### src/rtl/core/spvr_pkg.sv
package spvr_pkg;

	// Fixed field widths of the access channel.
	localparam int IDX_W  = 18;
	localparam int DATA_W = 16;
	localparam int BYTE_W = 8;

	// Default store depth in pixel words.
	localparam int STORE_WORDS_DEF = 262144;

	// Depth of the queue between the front and the back.
	localparam int QUEUE_DEPTH = 2;

	// Access codes.
	typedef enum logic [1:0] {
		REQ_COLOR_WR = 2'd0,
		REQ_COLOR_RD = 2'd1,
		REQ_PAL_WR   = 2'd2,
		REQ_PAL_RD   = 2'd3
	} req_t;

	// Classified access as it travels from the front to the back.
	typedef struct packed {
		req_t              req;
		logic              wr;
		logic [DATA_W-1:0] data;
		logic [DATA_W-1:0] keep;
	} op_t;

endpackage

### src/rtl/core/spvr_fifo.sv
module spvr_fifo #(
	parameter int WIDTH = 1,
	parameter int DEPTH = spvr_pkg::QUEUE_DEPTH
) (
	input  logic             clk,
	input  logic             arst_n,
	input  logic             push,
	input  logic [WIDTH-1:0] push_data,
	output logic             full,
	input  logic             pop,
	output logic [WIDTH-1:0] pop_data,
	output logic             empty
);
	import spvr_pkg::*;

	localparam int PW = (DEPTH > 1) ? $clog2(DEPTH) : 1;
	localparam int NW = $clog2(DEPTH + 1);

	logic [WIDTH-1:0] store_q [DEPTH];
	logic [PW-1:0]    wr_ptr_q;
	logic [PW-1:0]    rd_ptr_q;
	logic [NW-1:0]    count_q;
	logic             do_push;
	logic             do_pop;

	assign full     = (count_q == NW'(DEPTH));
	assign empty    = (count_q == '0);
	assign do_push  = push && !full;
	assign do_pop   = pop && !empty;
	assign pop_data = store_q[rd_ptr_q];

	// Entry storage.
	always_ff @(posedge clk) begin
		if (do_push) begin
			store_q[wr_ptr_q] <= push_data;
		end
	end

	// Pointers and fill count.
	always_ff @(posedge clk or negedge arst_n) begin
		if (!arst_n) begin
			wr_ptr_q <= '0;
			rd_ptr_q <= '0;
			count_q  <= '0;
		end else begin
			if (do_push) begin
				wr_ptr_q <= (wr_ptr_q == PW'(DEPTH - 1)) ? '0 : wr_ptr_q + PW'(1);
			end
			if (do_pop) begin
				rd_ptr_q <= (rd_ptr_q == PW'(DEPTH - 1)) ? '0 : rd_ptr_q + PW'(1);
			end
			if (do_push && !do_pop) begin
				count_q <= count_q + NW'(1);
			end else if (do_pop && !do_push) begin
				count_q <= count_q - NW'(1);
			end
		end
	end

endmodule

### config.mk
export PLATFORM = sky130hd
export DESIGN_NAME = spvr_fifo
export DESIGN_NICKNAME = d
export VERILOG_FILES = /design/src/rtl/core/spvr_pkg.sv /design/src/rtl/core/spvr_fifo.sv
export SDC_FILE = /design/constraint.sdc
export NUM_CORES = 1
export LEC_CHECK = 0
export BUFFER_PORTS_ARGS = -buffer_cell sky130_fd_sc_hd__buf_4
export CAP_MARGIN = 40
export CORE_AREA = 2 2 39 41
export DETAILED_ROUTE_END_ITERATION = 8
export DIE_AREA = 0 0 41 43
export PLACE_DENSITY = 0.43
export SLEW_MARGIN = 5
export SYNTH_ARGS = -nofsm -noshare
export SYNTH_HDL_FRONTEND = slang
export SYNTH_SLANG_ARGS = --single-unit
### constraint.sdc
create_clock -name clk -period 3.95 [get_ports clk]
set_input_delay 0.5925 -clock clk [delete_from_list [all_inputs] [get_ports clk]]
set_output_delay 0.5925 -clock clk [all_outputs]
set_load 0.1 [all_outputs]
Word-level counts from Yosys, hierarchy flattened --
Memories as Yosys holds them, arrays and structs flattened. Cells that the tools add are included.
Word-level totals: bits in registers 4, memory bits (writable) 2, output and inout port bits 3, logic and storage cells 25, memories 1
Operators by class: add/sub/neg operators 4, eq/ne operators 1, mux-type cells 6, reductions and logical operators 10
Memories:
- store_q | words 2, bits a word 1, read ports 1, clocked after Yosys merged registers in 0, wr ports 1, line spvr_fifo.sv:19 | logic [WIDTH-1:0] store_q [DEPTH];
Operators by type and width (count):
- $logic_and A1 B1 Y1 | 4
- $logic_not A1 Y1 | 4
- $mux W1 | 4
- $mux W2 | 2
- $add A1 B1 Y1 const B | 2
- $add A2 B1 Y2 const B | 1
- $eq A2 B2 Y1 const B | 1
- $logic_not A2 Y1 | 1
- $reduce_bool A2 Y1 | 1
- $sub A2 B1 Y2 const B | 1

Longest topological paths before layout --
depth in word-level cells 7, mapped depth 7

Worst setup path before layout --
OpenSTA, ideal clock, no wires.
kind register to output, start reg count_q[0], end out empty, arrival time 1.673 ns, data required time 3.357 ns, slack 1.684 ns, stages on the path, launching flop included 2, path through dfrtp_1 > nor2_1
Between the ends: longest elaborated chain between the ends 1
RTL lines:
- start: declaration | line spvr_fifo.sv:22 | logic [NW-1:0] count_q;
- start signal: assignment | line spvr_fifo.sv:53 | count_q <= count_q + NW'(1);
- start signal: assignment | line spvr_fifo.sv:55 | count_q <= count_q - NW'(1);
- $logic_not A2 Y1 | line spvr_fifo.sv:27 | assign empty = (count_q == '0);
- end: declaration | line spvr_fifo.sv:12 | output logic empty
No other way between the ends.

Worst setup path in the final report --
start reg count_q[0], end out full
Between the ends: longest elaborated chain between the ends 1
RTL lines:
- $eq A2 B2 Y1 | line spvr_fifo.sv:26 | assign full = (count_q == NW'(DEPTH));
- end: declaration | line spvr_fifo.sv:9 | output logic full,
No other way between the ends.

==> metrics.json <==
{
  "crit_chain": {"value": "nand2b_1, inv_1, buf_4"},
  "arrival_worst_endpoint": {"value": 1200, "unit": "ps"},
  "post_synth.cell_area_avg": {"value": 12.17, "unit": "um^2"},
  "mappedNetlistArea": {"value": 267.8, "unit": "um^2"},
  "yosys_most_used_dff": {"value": "sky130_fd_sc_hd__dfrtp_1"},
  "totalWireLength": {"value": 480, "unit": "um"},
  "synth.yosys.seq_area_share": {"value": 59.81, "unit": "%"},
  "via_count_of_the_first_global_routing_pass": {"value": 196},
  "synth_top_cell_by_area": {"value": "sky130_fd_sc_hd__dfrtp_1"},
  "cts_sinks": {"value": 6},
  "synth_enable_flop_cells": {"value": 2},
  "cts_inserted_buffers": {"value": 3},
  "synth_fp_nets": {"value": 28},
  "yosys_warns": {"value": 0},
  "total_grt_overflow": {"value": 0},
  "critical_path.max_fanout": {"value": 5},
  "place.gp.congestion": {"value": 0.7005},
  "num_io_pins": {"value": 8},
  "post_detailed_route_drc_marker_count": {"value": 0},
  "ys_ff_latch": {"value": 6},
  "yosysMostFrequentCell": {"value": "sky130_fd_sc_hd__dfrtp_1"},
  "finalWorstPathRequiredPeriod": {"value": 1792, "unit": "ps"},
  "fmax": {"value": 0.5581, "unit": "GHz"},
  "floorplan_die_area": {"value": 1763, "unit": "um^2"},
  "io_buffers": {"value": 7},
  "critPathRequiredTime": {"value": 3360, "unit": "ps"},
  "rr_startpoint": {"value": "count_q[0]"},
  "standard_cell_with_the_maximum_stage_delay_on_the_critical_path": {"value": "sky130_fd_sc_hd__dfrtp_1"},
  "number_of_max_cap_violations": {"value": 0},
  "setup_violations": {"value": 0},
  "insertedDiodeCount": {"value": 0},
  "post_synth_main_area_contributors": {"value": "sky130_fd_sc_hd__dfrtp_1 (37%), sky130_fd_sc_hd__edfxtp_1 (22%), sky130_fd_sc_hd__xnor2_1 (9.8%), sky130_fd_sc_hd__xor2_1 (6.5%), sky130_fd_sc_hd__ha_1 (4.7%)"},
  "final_hold_viol_count": {"value": 0},
  "drt-wirelength-per-cell": {"value": 10.00, "unit": "um"},
  "post_route_cells_drive_above_1_share": {"value": 34.38, "unit": "%"},
  "initialDrtViolationCount": {"value": 0},
  "gr-usage-all-layers": {"value": 7.497, "unit": "%"},
  "post_cts_setup_buffers": {"value": 0},
  "critical_path_class": {"value": "flip-flop to output port"},
  "regToRegSetupSlack": {"value": 2460, "unit": "ps"},
  "die_height": {"value": 43, "unit": "um"},
  "pin_count_of_the_biggest_net_entering_global_routing": {"value": 6},
  "slew_headroom": {"value": 81.50, "unit": "%"},
  "whs": {"value": 137.4, "unit": "ps"},
  "fin_skew": {"value": 0.4083, "unit": "ps"},
  "period_share": {"value": 45.36, "unit": "%"},
  "ys_top_cells_by_count": {"value": "sky130_fd_sc_hd__dfrtp_1 (4), sky130_fd_sc_hd__nor2_1 (3), sky130_fd_sc_hd__xnor2_1 (3)"},
  "worst_setup_path_end_kind": {"value": "output port"},
  "avgViaCountPerCell": {"value": 3.833},
  "hold_path.class": {"value": "input pin to asynchronous set/reset pin"},
  "num-nets-final": {"value": 40},
  "cts-root-to-sink-buffers": {"value": 2},
  "setup_ws": {"value": 2158, "unit": "ps"},
  "post-synth-top-area-fraction": {"value": 37.38, "unit": "%"},
  "maxSlewViolCount": {"value": 0},
  "critPathMaxStageDelay": {"value": 420, "unit": "ps"},
  "worstReg2RegEnd": {"value": "count_q[1]"},
  "pre_cts_slack": {"value": 2377, "unit": "ps"},
  "h_tree_depth": {"value": 1},
  "num_vias": {"value": 184},
  "cts_tree": {"value": "built"},
  "dieWidth": {"value": 41, "unit": "um"},
  "initial_utilization": {"value": 19.35, "unit": "%"},
  "grt_setup_unrepaired": {"value": "no"},
  "yosys.cell_types.count": {"value": 12},
  "antenna_violating_nets_post_route": {"value": 0},
  "worstRegToRegCells": {"value": 7},
  "worst_skew_pair.late_latency": {"value": 240, "unit": "ps"},
  "std_cell_rows": {"value": 14},
  "timing_worst_slew_pin_value": {"value": 279.8, "unit": "ps"},
  "run_status": {"value": "finished, final reports clean"},
  "ctsHoldBuffers": {"value": 0},
  "synth-async-reset-ratio": {"value": 66.67, "unit": "%"},
  "antenna_found_initial": {"value": 0},
  "worst_setup_path_start_kind": {"value": "flip-flop"},
  "syn2layout_area_growth": {"value": 35.51, "unit": "%"},
  "path_clk_slew": {"value": 40, "unit": "ps"},
  "final.setup.tns": {"value": 0, "unit": "ps"},
  "ctsRootBufferMaster": {"value": "sky130_fd_sc_hd__clkbuf_4"},
  "postCtsResizedCells": {"value": 0},
  "synthCells": {"value": 22},
  "grt_first_pass_wirelength": {"value": 779, "unit": "um"},
  "core_area": {"value": 1384, "unit": "um^2"},
  "drt_pre_antenna_iters": {"value": 1}
}
-- worst max path at each step --
| stage | startpoint | endpoint | slack, ps | cells past startpoint |
|---|---|---|---|---|
| 2_1_floorplan | count_q[0] | empty | 1680 | 1 |
| 3_3_place_gp | push | count_q[1] | 2430 | 7 |
| 3_5_place_dp | push | count_q[1] | 2380 | 7 |
| 4_1_cts | count_q[0] | full | 2150 | 3 |
| 5_1_grt | count_q[0] | full | 2110 | 3 |
| 6_report | count_q[0] | full | 2160 | 3 |
-- flip-flops by register name, summed over array words and instances (netlist names) --
name,count
rd_ptr_q,1
store_q,2
wr_ptr_q,1
count_q,2
-- critical path: cells and delay by family, from the launching register on --
family	cells	cell delay, ps
flip-flops	1	420
buffers and inverters	2	340
AND/OR/NAND/NOR	1	190
-- metal layers --
layer	up-vias	routed length (um)	global-route usage, %
li1	94	-	-
met1	79	206	8.278
met2	9	211	8.750
met3	2	42	3.141
met4	0	19	10.00
met5	-	0	0
-- layout make-up --
cell class	instances	area, um^2
inverters	2	7.507
clock buffers	3	22.52
multi-input cells	14	100.1
flip-flops and latches	6	160.2
well taps	16	20.02
fillers	153	1021
repair buffers	7	52.55
-- logic make-up (layout without fill, tap and decap cells) --
kind of cell / Yosys count / after routing / synth area share (%)
flip-flops: 6 / 6 / 59.82
AND/OR/NAND/NOR: 6 / 6 / 10.28
XOR/XNOR: 5 / 5 / 16.36
buffers and inverters: 2 / 12 / 2.805
adder cells (fa/ha/maj): 1 / 1 / 4.672
AO/OA/AOI/OAI: 1 / 1 / 1.867
multiplexers: 1 / 1 / 4.205
-- per-stage QoR --
step | area, um^2 | utilization [%] | cells
6_report | 362.8 | 26.22 | 48
5_1_grt | 362.8 | 26.22 | 48
4_1_cts | 362.8 | 26.22 | 48
3_5_place_dp | 340.3 | 24.59 | 45
3_3_place_gp | 340.3 | 24.59 | 45
2_1_floorplan | 267.8 | - | 22
-- placed cells by master, fill, tap and decap left out, drive strengths merged --
cell    instances
o21ai           1
nand2           1
clkbuf          3
edfxtp          2
dfrtp           4
and3            1
mux2            1
inv             2
nand2b          1
nor2            3
xor2            2
xnor2           3
ha              1
buf             7
Power is not shown: default switching activity piles up to over one toggle a cycle in this logic, so the estimate is an artifact.
