File: src/rtl/core/spvr_pkg.sv
package spvr_pkg;

	// Fixed field widths of the access channel.
	localparam int IDX_W  = 18;
	localparam int DATA_W = 16;
	localparam int BYTE_W = 8;

	// Default store depth in pixel words.
	localparam int STORE_WORDS_DEF = 262144;

	// Depth of the queue between the front and the back.
	localparam int QUEUE_DEPTH = 2;

	// Access codes.
	typedef enum logic [1:0] {
		REQ_COLOR_WR = 2'd0,
		REQ_COLOR_RD = 2'd1,
		REQ_PAL_WR   = 2'd2,
		REQ_PAL_RD   = 2'd3
	} req_t;

	// Classified access as it travels from the front to the back.
	typedef struct packed {
		req_t              req;
		logic              wr;
		logic [DATA_W-1:0] data;
		logic [DATA_W-1:0] keep;
	} op_t;

endpackage

File: src/rtl/core/spvr_front.sv
module spvr_front #(
	parameter int STORE_WORDS = spvr_pkg::STORE_WORDS_DEF
) (
	input  logic                               in_valid,
	output logic                               in_ready,
	input  logic [1:0]                         req_type,
	input  logic [spvr_pkg::IDX_W-1:0]         pair_index,
	input  logic [spvr_pkg::DATA_W-1:0]        write_data,
	input  logic [spvr_pkg::DATA_W-1:0]        keep_mask,
	input  logic                               q_full,
	output logic                               push,
	output spvr_pkg::op_t                      op,
	output logic [$clog2(STORE_WORDS)-1:0]     a0,
	output logic [$clog2(STORE_WORDS)-1:0]     a1
);
	import spvr_pkg::*;

	localparam int AW    = $clog2(STORE_WORDS);
	// Compare width: holds the store depth shifted up to just past the index range.
	localparam int CW    = ((AW > IDX_W) ? AW : IDX_W) + 2;
	localparam int QMAX  = ((1 << IDX_W) - 1) / STORE_WORDS;
	localparam int NSTEP = $clog2(QMAX + 1);

	logic [CW-1:0] rem;
	logic [CW-1:0] rem_inc;
	req_t          req;

	// The front takes a word whenever the queue has room.
	assign in_ready = !q_full;
	assign push     = in_valid && !q_full;

	// Reduce the index modulo the store depth, one quotient bit per step.
	always_comb begin
		rem = CW'(pair_index);
		for (int k = NSTEP - 1; k >= 0; k--) begin
			if (rem >= (CW'(STORE_WORDS) << k)) begin
				rem = rem - (CW'(STORE_WORDS) << k);
			end
		end
	end

	// The second word of the pair wraps at the end of the store.
	assign rem_inc = rem + CW'(1);
	assign a0      = rem[AW-1:0];
	assign a1      = (rem_inc == CW'(STORE_WORDS)) ? '0 : rem_inc[AW-1:0];

	// Classify the access.
	always_comb begin
		req     = req_t'(req_type);
		op.req  = req;
		op.wr   = (req inside {REQ_COLOR_WR, REQ_PAL_WR});
		op.data = write_data;
		op.keep = keep_mask;
	end

endmodule

File: config.mk
export PLATFORM = sky130hd
export DESIGN_NAME = spvr_front
export DESIGN_NICKNAME = d
export VERILOG_FILES = /design/src/rtl/core/spvr_pkg.sv /design/src/rtl/core/spvr_front.sv
export SDC_FILE = /design/constraint.sdc
export NUM_CORES = 1
export LEC_CHECK = 0
export ABC_AREA = 1
export ABC_CLOCK_PERIOD_IN_PS = 1300
export BUFFER_PORTS_ARGS = -buffer_cell sky130_fd_sc_hd__buf_4
export CAP_MARGIN = 25
export CORE_ASPECT_RATIO = 0.7
export CORE_MARGIN = 2
export CORE_UTILIZATION = 31
export DETAILED_ROUTE_END_ITERATION = 10
export PLACE_DENSITY = 0.85
export SLEW_MARGIN = 20
export SYNTH_ARGS = -nofsm -noshare
export SYNTH_HDL_FRONTEND = slang
export SYNTH_SLANG_ARGS = --single-unit
File: constraint.sdc
create_clock -name vclk -period 1.3
set_input_delay 0.195 -clock vclk [all_inputs]
set_output_delay 0.195 -clock vclk [all_outputs]
set_load 0.02 [all_outputs]
# Word level (Yosys, flattened, before mapping)
# Index checks and enable logic that the tools add are counted.
# word_totals
regBits,0
input_bits,54
output_inout_bits,73
elab_cells,8
# op_classes
addsub,1
n_eq_ne,2
n_mux,1
n_reduce_logical,4
# ops
cell,n
"adder 18 x 1 -> 19 bit, second input constant",1
"== test 19 bit, second input constant",1
2-to-1 mux 18 bit,1
"== test 2 bit, second input constant",1
zero test 2 bit,1
nonzero test 2 bit,1
logical AND 1 bit,1
zero test 1 bit,1

# Logic depth before layout (Yosys ltp)
# Gate-level depths: netlist (run 1).
# logic_depth
word_depth,3
mapped_depth,9
ltp_nobuf,9

# Worst setup path after synthesis (run 1)
# Ideal clock, no wire load.
# synth_timing
path_kind,in2out
start,in pair_index[0] in the netlist's numbering
end,out a1[1]
arrival_ns,1.193
t_required_ns,1.105
slack_ns,-0.088
path_stages,8
n_path_buf,0
cell_sequence,inv_1 nor2_2 nand2_2 nor2_1 nand2_1 nand2_1 nor2_1 nor2_1
# synth_between
elab_chain_cells,3
# synth_lines
item,line_no,rtl
start: declaration,spvr_front.sv:7,"input logic [spvr_pkg::IDX_W-1:0] pair_index,"
adder 18 x 1 -> 19 bit (*),spvr_front.sv:43,assign rem_inc = rem + CW'(1);
== test 19 bit,spvr_front.sv:45,assign a1 = (rem_inc == CW'(STORE_WORDS)) ? '0 : rem_inc[AW-1:0];
2-to-1 mux 18 bit (*),spvr_front.sv:45,
end: declaration,spvr_front.sv:14,output logic [$clog2(STORE_WORDS)-1:0] a1
# Every way passes the cells marked *; elsewhere a longest branch is shown, timed or not.

# Worst setup path after layout (run 1)
# Ends and elaborated chain as after synthesis.

==> impl_summary.txt, run 1 <==
----------------------------------------------------
[Synthesis]
  Synthesized netlist cell count ... 137
  Syn Nets ... 192
  Netlist area before placement ... 825 um2
  Warnings, synthesis ... 0
  Cells taking the most area after synthesis ... sky130_fd_sc_hd__buf_4 47%, sky130_fd_sc_hd__nand2_1 9.6%, sky130_fd_sc_hd__xnor2_1 7.4%
  Distinct cell type count of the synthesized netlist ... 13
  Register area share after synthesis ... 0
  Post-synth top area cell ... sky130_fd_sc_hd__buf_4
  Average footprint of a synthesized cell ... 6.02 um2
  Share of the synthesized area in the top cell type ... 0.473
  Synth cell count leaders ... 52 x sky130_fd_sc_hd__buf_4, 21 x sky130_fd_sc_hd__nand2_1, 16 x sky130_fd_sc_hd__nor2_1
  Cell with the most instances after synthesis ... sky130_fd_sc_hd__buf_4

[Outcome]
  Outcome ... complete, but fails checks
  Violated checks ... negative setup slack

[Place]
  Final estimated routing congestion in global placement ... 0.785
  Instance area at placement ... 1180 um2
  Half-perimeter wire length after placement ... 2030 um
  Cell total after placement ... 209
  IO Port Bufs ... 61

[Floorplan]
  Die footprint ... 3090 um2
  Number of top-level design ports ... 127
  Overall die height ... 47.2 um
  Core Footprint ... 2500 um2
  Overall die width ... 65.6 um
  Starting utilization of the core area ... 0.330
  Num rows ... 15

[Global route]
  Wire length of the first global-routing pass ... 3830 um
  Via count of the first global-routing pass ... 879
  Global-route congestion overflow total ... 0
  Maximum number of pins on one net before global-route repair ... 7
  Initial antenna violation count ... 0
  Global-route usage over all layers ... 0.163

[STA]
  Worst slack on hold paths ... 0.390 ns
  Worst-case setup margin in the final layout ... -0.0967 ns
  Max Freq ... 716 MHz
  Actual transition at the worst max-transition pin ... 0.167 ns
  Final Setup Violations ... 9
  Max-slew violation total from the final report ... 0
  Total count of hold-check failures in the final report ... 0
  Period utilization ... 1.07
  Setup TNS after final layout ... -0.354 ns
  Min Tclk post-route ... 1.40 ns
  Max-slew headroom ... 0.888
  RSZ-0062 raised after global routing ... yes

[Route]
  Wirelength per Cell ... 13.0 um
  Routed wire length ... 2760 um
  Via count normalized by instance count ... 4.44
  Count of antenna-violating nets left after detailed routing ... 0
  DRC violations left ... 0
  1st-pass router iterations ... 4
  Detailed-route via count ... 942
  Violation count after the first detailed-routing iteration ... 40

[Cells and area]
  Sequential Area ... 0 um2
  Sequential cell count of the final layout ... 0
  Fraction of final layout cells sized beyond drive strength 1 ... 0.753
  Diode count ... 0
  Net count reported at finish ... 235
  Layout clock buffer count ... 0
  Area growth, synth to finish ... 73.6%
  Count of non-filler cells in the finished layout ... 212
  Post-route design area ... 1430 um2

[Worst setup path]
  Max FO, Critical Path ... 4
  Setup Crit Path Kind ... in2out
  Worst endpoint required time ... 1.11 ns
  CP arrival ... 1.20 ns
  Capturing element type of the critical path ... output port
  Startpoint type of the worst setup path ... input port

[Min path]
  Tightest Hold Check Type ... in2out

[Power and ir drop]
  Static leakage ... 0.000742 uW
  Worst ir drop on vdd ... 0.000157 V
  Total power divided by cell area ... 347 nW/um2

[Clocking]
  Count of hold-fix buffers inserted at cts ... 0

[Job]
  Max Cap Violations ... 0

----------------------------------------------------
worst max-delay path, stage by stage:
cell	delay, ns
sky130_fd_sc_hd__buf_8	0.08
sky130_fd_sc_hd__ha_4	0.17
sky130_fd_sc_hd__nand3_4	0.11
sky130_fd_sc_hd__inv_4	0.10
sky130_fd_sc_hd__nand2_4	0.06
sky130_fd_sc_hd__nor2_4	0.11
sky130_fd_sc_hd__nand3_2	0.09
sky130_fd_sc_hd__nor2_2	0.12
sky130_fd_sc_hd__nor2_2	0.04
sky130_fd_sc_hd__buf_6	0.12
per-layer routing:
layer | up-vias | routed length, um | GRT usage
met5 | - | 0 | 0
met1 | 439 | 1030 | 0.172
met4 | 0 | 27 | 0.0583
li1 | 449 | - | -
met2 | 52 | 1430 | 0.307
met3 | 2 | 268 | 0.0600
worst paths after layout:
check  slack [ns]          start  endpoint  depth (start not counted)
max          -0.1  pair_index[0]     a1[1]                         10
min          0.39   keep_mask[0]     op[0]                          0
through the flow:
stage / worst slack (ns) / power, uW / util
final: -0.0967 / 496 / 0.573
after floorplan: -0.0132 / 355 / -
after global routing: -0.135 / 526 / 0.573
after detailed placement: -0.252 / 420 / 0.473
after CTS: -0.0755 / 454 / 0.519
after global placement: -0.168 / 413 / 0.473
cell families after synthesis:
logic type,synth area share
buf+inv,0.537
simple gates,0.293
xor+xnor,0.149
compound gates,0.00606
fa+ha+maj,0.0152
cell type report:
cell class / instances / area [um2]
repair buffers: 93 / 751
well taps: 34 / 42.5
fillers: 229 / 1060
multi-input cells: 71 / 581
inverters: 14 / 57.6
power breakdown:
| group | switching (uW) | internal (uW) |
|---|---|---|
| clock network | 0 | 0 |
| logic | 254 | 242 |
| registers | 0 | 0 |
| total | 254 | 242 |
timing repair:
| item | in CTS | in global routing |
|---|---|---|
| setup buffers | 2 | 2 |
| gates resized for setup | 26 | 32 |
| pin swaps | 20 | 21 |
| setup endpoints to repair | 15 | 14 |
placed cells by master, fill, tap and decap left out:
cell type	netlist	routed
sky130_fd_sc_hd__buf_8	0	2
sky130_fd_sc_hd__nor2_1	16	9
sky130_fd_sc_hd__nand3_1	7	3
sky130_fd_sc_hd__buf_4	52	81
sky130_fd_sc_hd__ha_4	0	1
sky130_fd_sc_hd__inv_4	0	2
sky130_fd_sc_hd__nor3_2	0	1
sky130_fd_sc_hd__nor2_2	5	5
sky130_fd_sc_hd__inv_2	0	1
sky130_fd_sc_hd__o21ai_2	0	1
sky130_fd_sc_hd__nand3_2	0	2
sky130_fd_sc_hd__nand2_4	0	3
sky130_fd_sc_hd__inv_1	14	11
sky130_fd_sc_hd__xnor2_2	0	4
sky130_fd_sc_hd__xor2_1	7	4
sky130_fd_sc_hd__nand3_4	0	2
sky130_fd_sc_hd__nand4_1	2	2
sky130_fd_sc_hd__xnor2_1	7	3
sky130_fd_sc_hd__xor2_2	0	3
sky130_fd_sc_hd__nor2_4	0	7
sky130_fd_sc_hd__buf_6	0	10
sky130_fd_sc_hd__nand2_1	21	12
sky130_fd_sc_hd__nand2_2	3	9
Power figures use the tool's default switching activity.
==> inputs of run 2 (changes only) <==
Settings changed: SETUP_SLACK_MARGIN from default to 0.4.
==> impl_summary.txt, run 2 (same netlist as run 1, synthesis figures left out) <==
----------------------------------------------------
[Job]
  Max Cap Violations ... 0 (unchanged)

[Route]
  Wirelength per Cell ... 16.6 um (was 13.0 um)
  1st-pass router iterations ... 4 (unchanged)
  Routed wire length ... 3650 um (was 2760 um)
  Violation count after the first detailed-routing iteration ... 22 (was 40)
  Detailed-route via count ... 1,018 (was 942)
  DRC violations left ... 0 (unchanged)
  Via count normalized by instance count ... 4.63 (was 4.44)
  Count of antenna-violating nets left after detailed routing ... 0 (unchanged)

[Power and ir drop]
  Internal power ... 303 uW (was 242 uW)
  Fraction of power spent switching nets ... 0.501 (was 0.511)
  Static leakage ... 0.000880 uW (was 0.000742 uW)
  Worst ir drop on vdd ... 0.000176 V (was 0.000157 V)
  Total Power Consumption ... 606 uW (was 496 uW)
  Combinational fraction of design power ... 1.000 (about the same)
  Clock power share ... 0 (about the same)
  Net Sw Power ... 303 uW (was 254 uW)
  Proportion of power drawn by flip-flops and latches ... 0 (about the same)
  Total power divided by cell area ... 331 nW/um2 (was 347 nW/um2)

[Floorplan]
  Num rows ... 15 (unchanged)
  Overall die width ... 65.6 um (unchanged)
  Number of top-level design ports ... 127 (unchanged)
  Starting utilization of the core area ... 0.330 (unchanged)
  Die footprint ... 3090 um2 (unchanged)
  Overall die height ... 47.2 um (unchanged)
  Core Footprint ... 2500 um2 (unchanged)

[Cells and area]
  Net count reported at finish ... 243 (was 235)
  Final standard cell utilization of the core ... 0.733 (was 0.573)
  Diode count ... 0 (unchanged)
  Sequential Area ... 0 um2 (unchanged)
  Multi-input gate area ... 821 um2 (was 581 um2)
  Sequential cell count of the final layout ... 0 (unchanged)
  Most common cell after layout, fill and taps aside ... sky130_fd_sc_hd__buf_4 (unchanged)
  Fraction of final layout cells sized beyond drive strength 1 ... 0.860 (was 0.753)
  Area growth, synth to finish ... 122% (was 73.6%)
  Layout clock buffer count ... 0 (unchanged)
  Commonest cells after routing, fill and taps aside ... 67 x sky130_fd_sc_hd__buf_4, 31 x sky130_fd_sc_hd__buf_6, 14 x sky130_fd_sc_hd__nor2_4 (was 81 x sky130_fd_sc_hd__buf_4, 12 x sky130_fd_sc_hd__nand2_1, 11 x sky130_fd_sc_hd__inv_1)
  Filler cells ... 153 (was 229)

[STA]
  Min Tclk post-route ... 1.43 ns (was 1.40 ns)
  Max-slew violation total from the final report ... 0 (unchanged)
  RSZ-0062 raised after global routing ... yes (unchanged)
  Max-slew headroom ... 0.835 (was 0.888)
  Worst-case setup margin in the final layout ... -0.133 ns (was -0.0967 ns)
  Final Setup Violations ... 11 (was 9)
  Max Freq ... 698 MHz (was 716 MHz)
  Period utilization ... 1.10 (was 1.07)
  Total count of hold-check failures in the final report ... 0 (unchanged)
  Actual transition at the worst max-transition pin ... 0.247 ns (was 0.167 ns)

[Place]
  Half-perimeter wire length after placement ... 2580 um (was 2030 um)
  Final estimated routing congestion in global placement ... 0.785 (about the same)
  IO Port Bufs ... 61 (unchanged)

[Global route]
  Maximum number of pins on one net before global-route repair ... 7 (unchanged)
  Via count of the first global-routing pass ... 1,031 (was 879)
  Global-route congestion overflow total ... 0 (unchanged)
  Global-route usage over all layers ... 0.221 (was 0.163)
  Initial antenna violation count ... 0 (unchanged)
  Wire length of the first global-routing pass ... 5310 um (was 3830 um)

[Worst setup path]
  Family with the most delay on the worst path ... simple AND/OR/NAND/NOR gates (unchanged)
  CP arrival ... 1.24 ns (was 1.20 ns)
  Logic depth of the worst path, buffers included ... 7 (was 10)
  Capturing element type of the critical path ... output port (unchanged)
  Sum of buffers and inverters on the critical path ... 2 (was 3)
  Crit-path max cell delay ... 0.22 ns (was 0.17 ns)
  Worst endpoint required time ... 1.11 ns (about the same)
  Setup Crit Path Kind ... in2out (unchanged)
  Cell with the largest stage delay on the worst path ... sky130_fd_sc_hd__nand4_1 (was sky130_fd_sc_hd__ha_4)
  Startpoint type of the worst setup path ... input port (unchanged)
  Worst setup path startpoint ... pair_index[2] (was pair_index[0])
  Worst path cell trace ... buf_6 -> nand2_1 -> nor2_4 -> nand4_1 -> nor2_2 -> xor2_2 -> buf_4 (was buf_8 -> ha_4 -> nand3_4 -> inv_4 -> nand2_4 -> nor2_4 -> nand3_2 -> nor2_2 -> nor2_2 -> buf_6)
  Max FO, Critical Path ... 6 (was 4)

[Min path]
  Hold Path Origin ... keep_mask[0] (unchanged)
  Tightest Hold Check Type ... in2out (unchanged)
  Cell depth of the worst min-delay path ... 0 (unchanged)

[Outcome]
  Violated checks ... negative setup slack (unchanged)
  Outcome ... complete, but fails checks (unchanged)

[Clocking]
  Count of hold-fix buffers inserted at cts ... 0 (unchanged)

----------------------------------------------------
==> run 2: changes by cell type in the layout (fill, tap and decap cells not counted), moves of 4 or more <==
cell,delta
sky130_fd_sc_hd__nor2_1,-5
sky130_fd_sc_hd__buf_6,+21
sky130_fd_sc_hd__nor2_4,+7
sky130_fd_sc_hd__xor2_4,+4
sky130_fd_sc_hd__buf_4,-14
sky130_fd_sc_hd__xor2_1,-4
==> run 2: final cells by class <==
| cell class | count | area share |
|---|---|---|
| tap | 34 | 0.0233 |
| multi-input combinational | 71 | 0.449 |
| inverter | 14 | 0.0321 |
| timing repair buffer | 101 | 0.496 |
==> run 2: repair_timing <==
item	4_1_cts	5_1_grt
cloned	0	0
endpoints found under the setup margin	17	17
pin swaps	32	18
setup buffers	4	3
gates resized for setup	47	21
==> run 2: power groups by stage <==
stage                     registers [uW]  clock network, uW  logic [uW]
final                                  0                  0         606
after global routing                   0                  0         635
after CTS                              0                  0         566
after detailed placement               0                  0         493
after global placement                 0                  0         480
after floorplan                        0                  0         395
==> run 2: path summary, 6_finish.rpt <==
| check | endpoint |
|---|---|
| worst min-delay path | op[0] |
| worst max-delay path | a1[17] |
==> run 2: metal layers <==
layer  part of all wire  vias to the layer above  track usage
met2               0.56                       71        0.446
met3              0.094                        6       0.0360
met5                  0                        -            0
li1                   -                      456            -
met4              0.011                        0       0.0458
met1               0.34                      485        0.253
==> run 2: per-stage QoR <==
step | cells | hold WS (ns) | area (um2) | setup TNS, ns | setup slack [ns]
floorplan | 137 | 0.455 | 1140 | 0 | 0.0784
global placement | 213 | 0.390 | 1510 | -0.855 | -0.142
detailed placement | 213 | 0.390 | 1510 | -1.15 | -0.165
CTS | 217 | 0.390 | 1730 | -0.491 | -0.0997
global route | 220 | 0.390 | 1830 | -1.35 | -0.200
finish | 220 | 0.390 | 1830 | -0.783 | -0.133
==> inputs of run 3 (changes only) <==
Settings changed: ABC_CLOCK_PERIOD_IN_PS 1300 to 1500, MAX_ROUTING_LAYER from default to met4.
Clock period 1.3 ns to 1.5 ns, I/O delays scaled along.
==> impl_summary.txt, run 3 (same netlist as run 1, synthesis figures left out) <==
----------------------------------------------------
[Cells and area]
  Most common cell after layout, fill and taps aside ... sky130_fd_sc_hd__buf_4 (unchanged)
  Post-route design area ... 1540 um2 (was 1830 um2)
  Sequential Area ... 0 um2 (unchanged)
  Fraction of final layout cells sized beyond drive strength 1 ... 0.812 (was 0.860)
  Area growth, synth to finish ... 87.3% (was 122%)
  Commonest cells after routing, fill and taps aside ... 58 x sky130_fd_sc_hd__buf_4, 20 x sky130_fd_sc_hd__buf_6, 11 x sky130_fd_sc_hd__nand2_1, 11 x sky130_fd_sc_hd__nor2_4, 10 x sky130_fd_sc_hd__inv_1 (was 67 x sky130_fd_sc_hd__buf_4, 31 x sky130_fd_sc_hd__buf_6, 14 x sky130_fd_sc_hd__nor2_4)
  Layout clock buffer count ... 0 (unchanged)
  Final standard cell utilization of the core ... 0.619 (was 0.733)
  Net count reported at finish ... 222 (was 243)
  Sequential cell count of the final layout ... 0 (unchanged)
  Diode count ... 0 (unchanged)

[Floorplan]
  Overall die width ... 65.6 um (unchanged)
  Die footprint ... 3090 um2 (unchanged)
  Overall die height ... 47.2 um (unchanged)
  Num rows ... 15 (unchanged)
  Core Footprint ... 2500 um2 (unchanged)
  Starting utilization of the core area ... 0.330 (unchanged)
  Number of top-level design ports ... 127 (unchanged)

[STA]
  Max Freq ... 691 MHz
  Min Tclk post-route ... 1.45 ns
  Max-slew violation total from the final report ... 0 (unchanged)
  Period utilization ... 0.965
  Max-slew headroom ... 0.864 (was 0.835)
  Final Setup Violations ... 0 (was 11)
  Worst slack on hold paths ... 0.450 ns (was 0.390 ns)
  Setup TNS after final layout ... 0 ns (was -0.783 ns)
  RSZ-0062 raised after global routing ... yes (unchanged)
  Actual transition at the worst max-transition pin ... 0.204 ns (was 0.247 ns)
  Total count of hold-check failures in the final report ... 0 (unchanged)

[Worst setup path]
  Family with the most delay on the worst path ... buffers and inverters (was simple AND/OR/NAND/NOR gates)
  Startpoint type of the worst setup path ... input port (unchanged)
  Sum of buffers and inverters on the critical path ... 4 (was 2)
  Max FO, Critical Path ... 4 (was 6)
  CP arrival ... 1.22 ns (was 1.24 ns)
  Crit-path max cell delay ... 0.17 ns (was 0.22 ns)
  Worst endpoint required time ... 1.27 ns (was 1.11 ns)
  Library cell appearing most often on the critical path ... sky130_fd_sc_hd__buf_6
  Worst path cell trace ... buf_8 -> ha_4 -> nand3_4 -> inv_4 -> nand2_4 -> nor2_4 -> buf_6 -> xor2_4 -> buf_6 (was buf_6 -> nand2_1 -> nor2_4 -> nand4_1 -> nor2_2 -> xor2_2 -> buf_4)
  Capturing element type of the critical path ... output port (unchanged)
  Cell with the largest stage delay on the worst path ... sky130_fd_sc_hd__ha_4 (was sky130_fd_sc_hd__nand4_1)
  Setup Crit Path Kind ... in2out (unchanged)

[Power and ir drop]
  Worst ir drop on vdd ... 0.000158 V (was 0.000176 V)
  Total power divided by cell area ... 283 nW/um2 (was 331 nW/um2)
  Static leakage ... 0.000764 uW (was 0.000880 uW)

[Global route]
  Via count of the first global-routing pass ... 811 (was 1,031)
  Global-route usage over all layers ... 0.164 (was 0.221)
  Maximum number of pins on one net before global-route repair ... 7 (unchanged)
  Initial antenna violation count ... 0 (unchanged)
  Wire length of the first global-routing pass ... 3740 um (was 5310 um)
  Global-route congestion overflow total ... 0 (unchanged)

[Min path]
  Tightest Hold Check Type ... in2out (unchanged)
  Cell depth of the worst min-delay path ... 0 (unchanged)
  Destination of the worst hold path ... op[0] (unchanged)
  Hold Path Origin ... keep_mask[0] (unchanged)

[Route]
  Detailed-route via count ... 878 (was 1,018)
  Wirelength per Cell ... 12.7 um (was 16.6 um)
  Routed wire length ... 2520 um (was 3650 um)
  1st-pass router iterations ... 4 (unchanged)
  Count of antenna-violating nets left after detailed routing ... 0 (unchanged)
  DRC violations left ... 0 (unchanged)
  Via count normalized by instance count ... 4.41 (was 4.63)
  Violation count after the first detailed-routing iteration ... 18 (was 22)

[Place]
  Half-perimeter wire length after placement ... 1920 um (was 2580 um)
  IO Port Bufs ... 61 (unchanged)
  Instance area at placement ... 1270 um2 (was 1510 um2)
  Final estimated routing congestion in global placement ... 0.795 (was 0.785)

[Job]
  Max Cap Violations ... 0 (unchanged)

[Outcome]
  Outcome ... finished, final reports clean (was complete, but fails checks)

----------------------------------------------------
run 3: stage by stage:
step / power (uW) / worst slack (ns) / cells
2_1_floorplan: 333 / 0.217 / 137
4_1_cts: 407 / 0.0422 / 198
5_1_grt: 462 / 0.0126 / 199
3_5_place_dp: 364 / -0.0335 / 192
6_report: 437 / 0.0519 / 199
3_3_place_gp: 360 / -0.000387 / 192
run 3: worst max-delay path by stage:
stage                        startpoint      to  slack, ns  cells past startpoint
final                     pair_index[0]  a1[10]       0.05                      9
after global routing      pair_index[0]   a1[9]       0.01                      7
after CTS                 pair_index[0]   a1[1]       0.04                     11
after detailed placement  pair_index[0]  a1[10]      -0.03                      9
after global placement    pair_index[0]  a1[10]    -0.0004                      9
after floorplan           pair_index[0]   a1[1]       0.22                      8
run 3: cell type report:
cell class	instances	area [um2]
Fill cell	212	952
Inverter	14	58.8
Multi-Input combinational cell	71	752
Tap cell	34	42.5
Timing Repair Buffer	80	691
run 3: where the power goes:
part / internal (uW) / switching, uW
clock network: 0 / 0
registers: 0 / 0
logic: 208 / 229
run 3: what timing repair did:
action | CTS | global route
endpoints found under the hold margin | 0 | 0
pin swaps | 25 | 21
hold buffers | 0 | 0
cloned | 0 | 0
buffers inserted | 6 | 1
gates resized for setup | 29 | 28
endpoints found under the setup margin | 17 | 17
run 3: metal layers:
layer | vias up | GRT usage | wire [um]
li1 | 415 | - | -
met1 | 407 | 0.214 | 998
met2 | 48 | 0.283 | 1240
met3 | 8 | 0.0192 | 190
met4 | 0 | 0.0292 | 85
met5 | - | - | 0
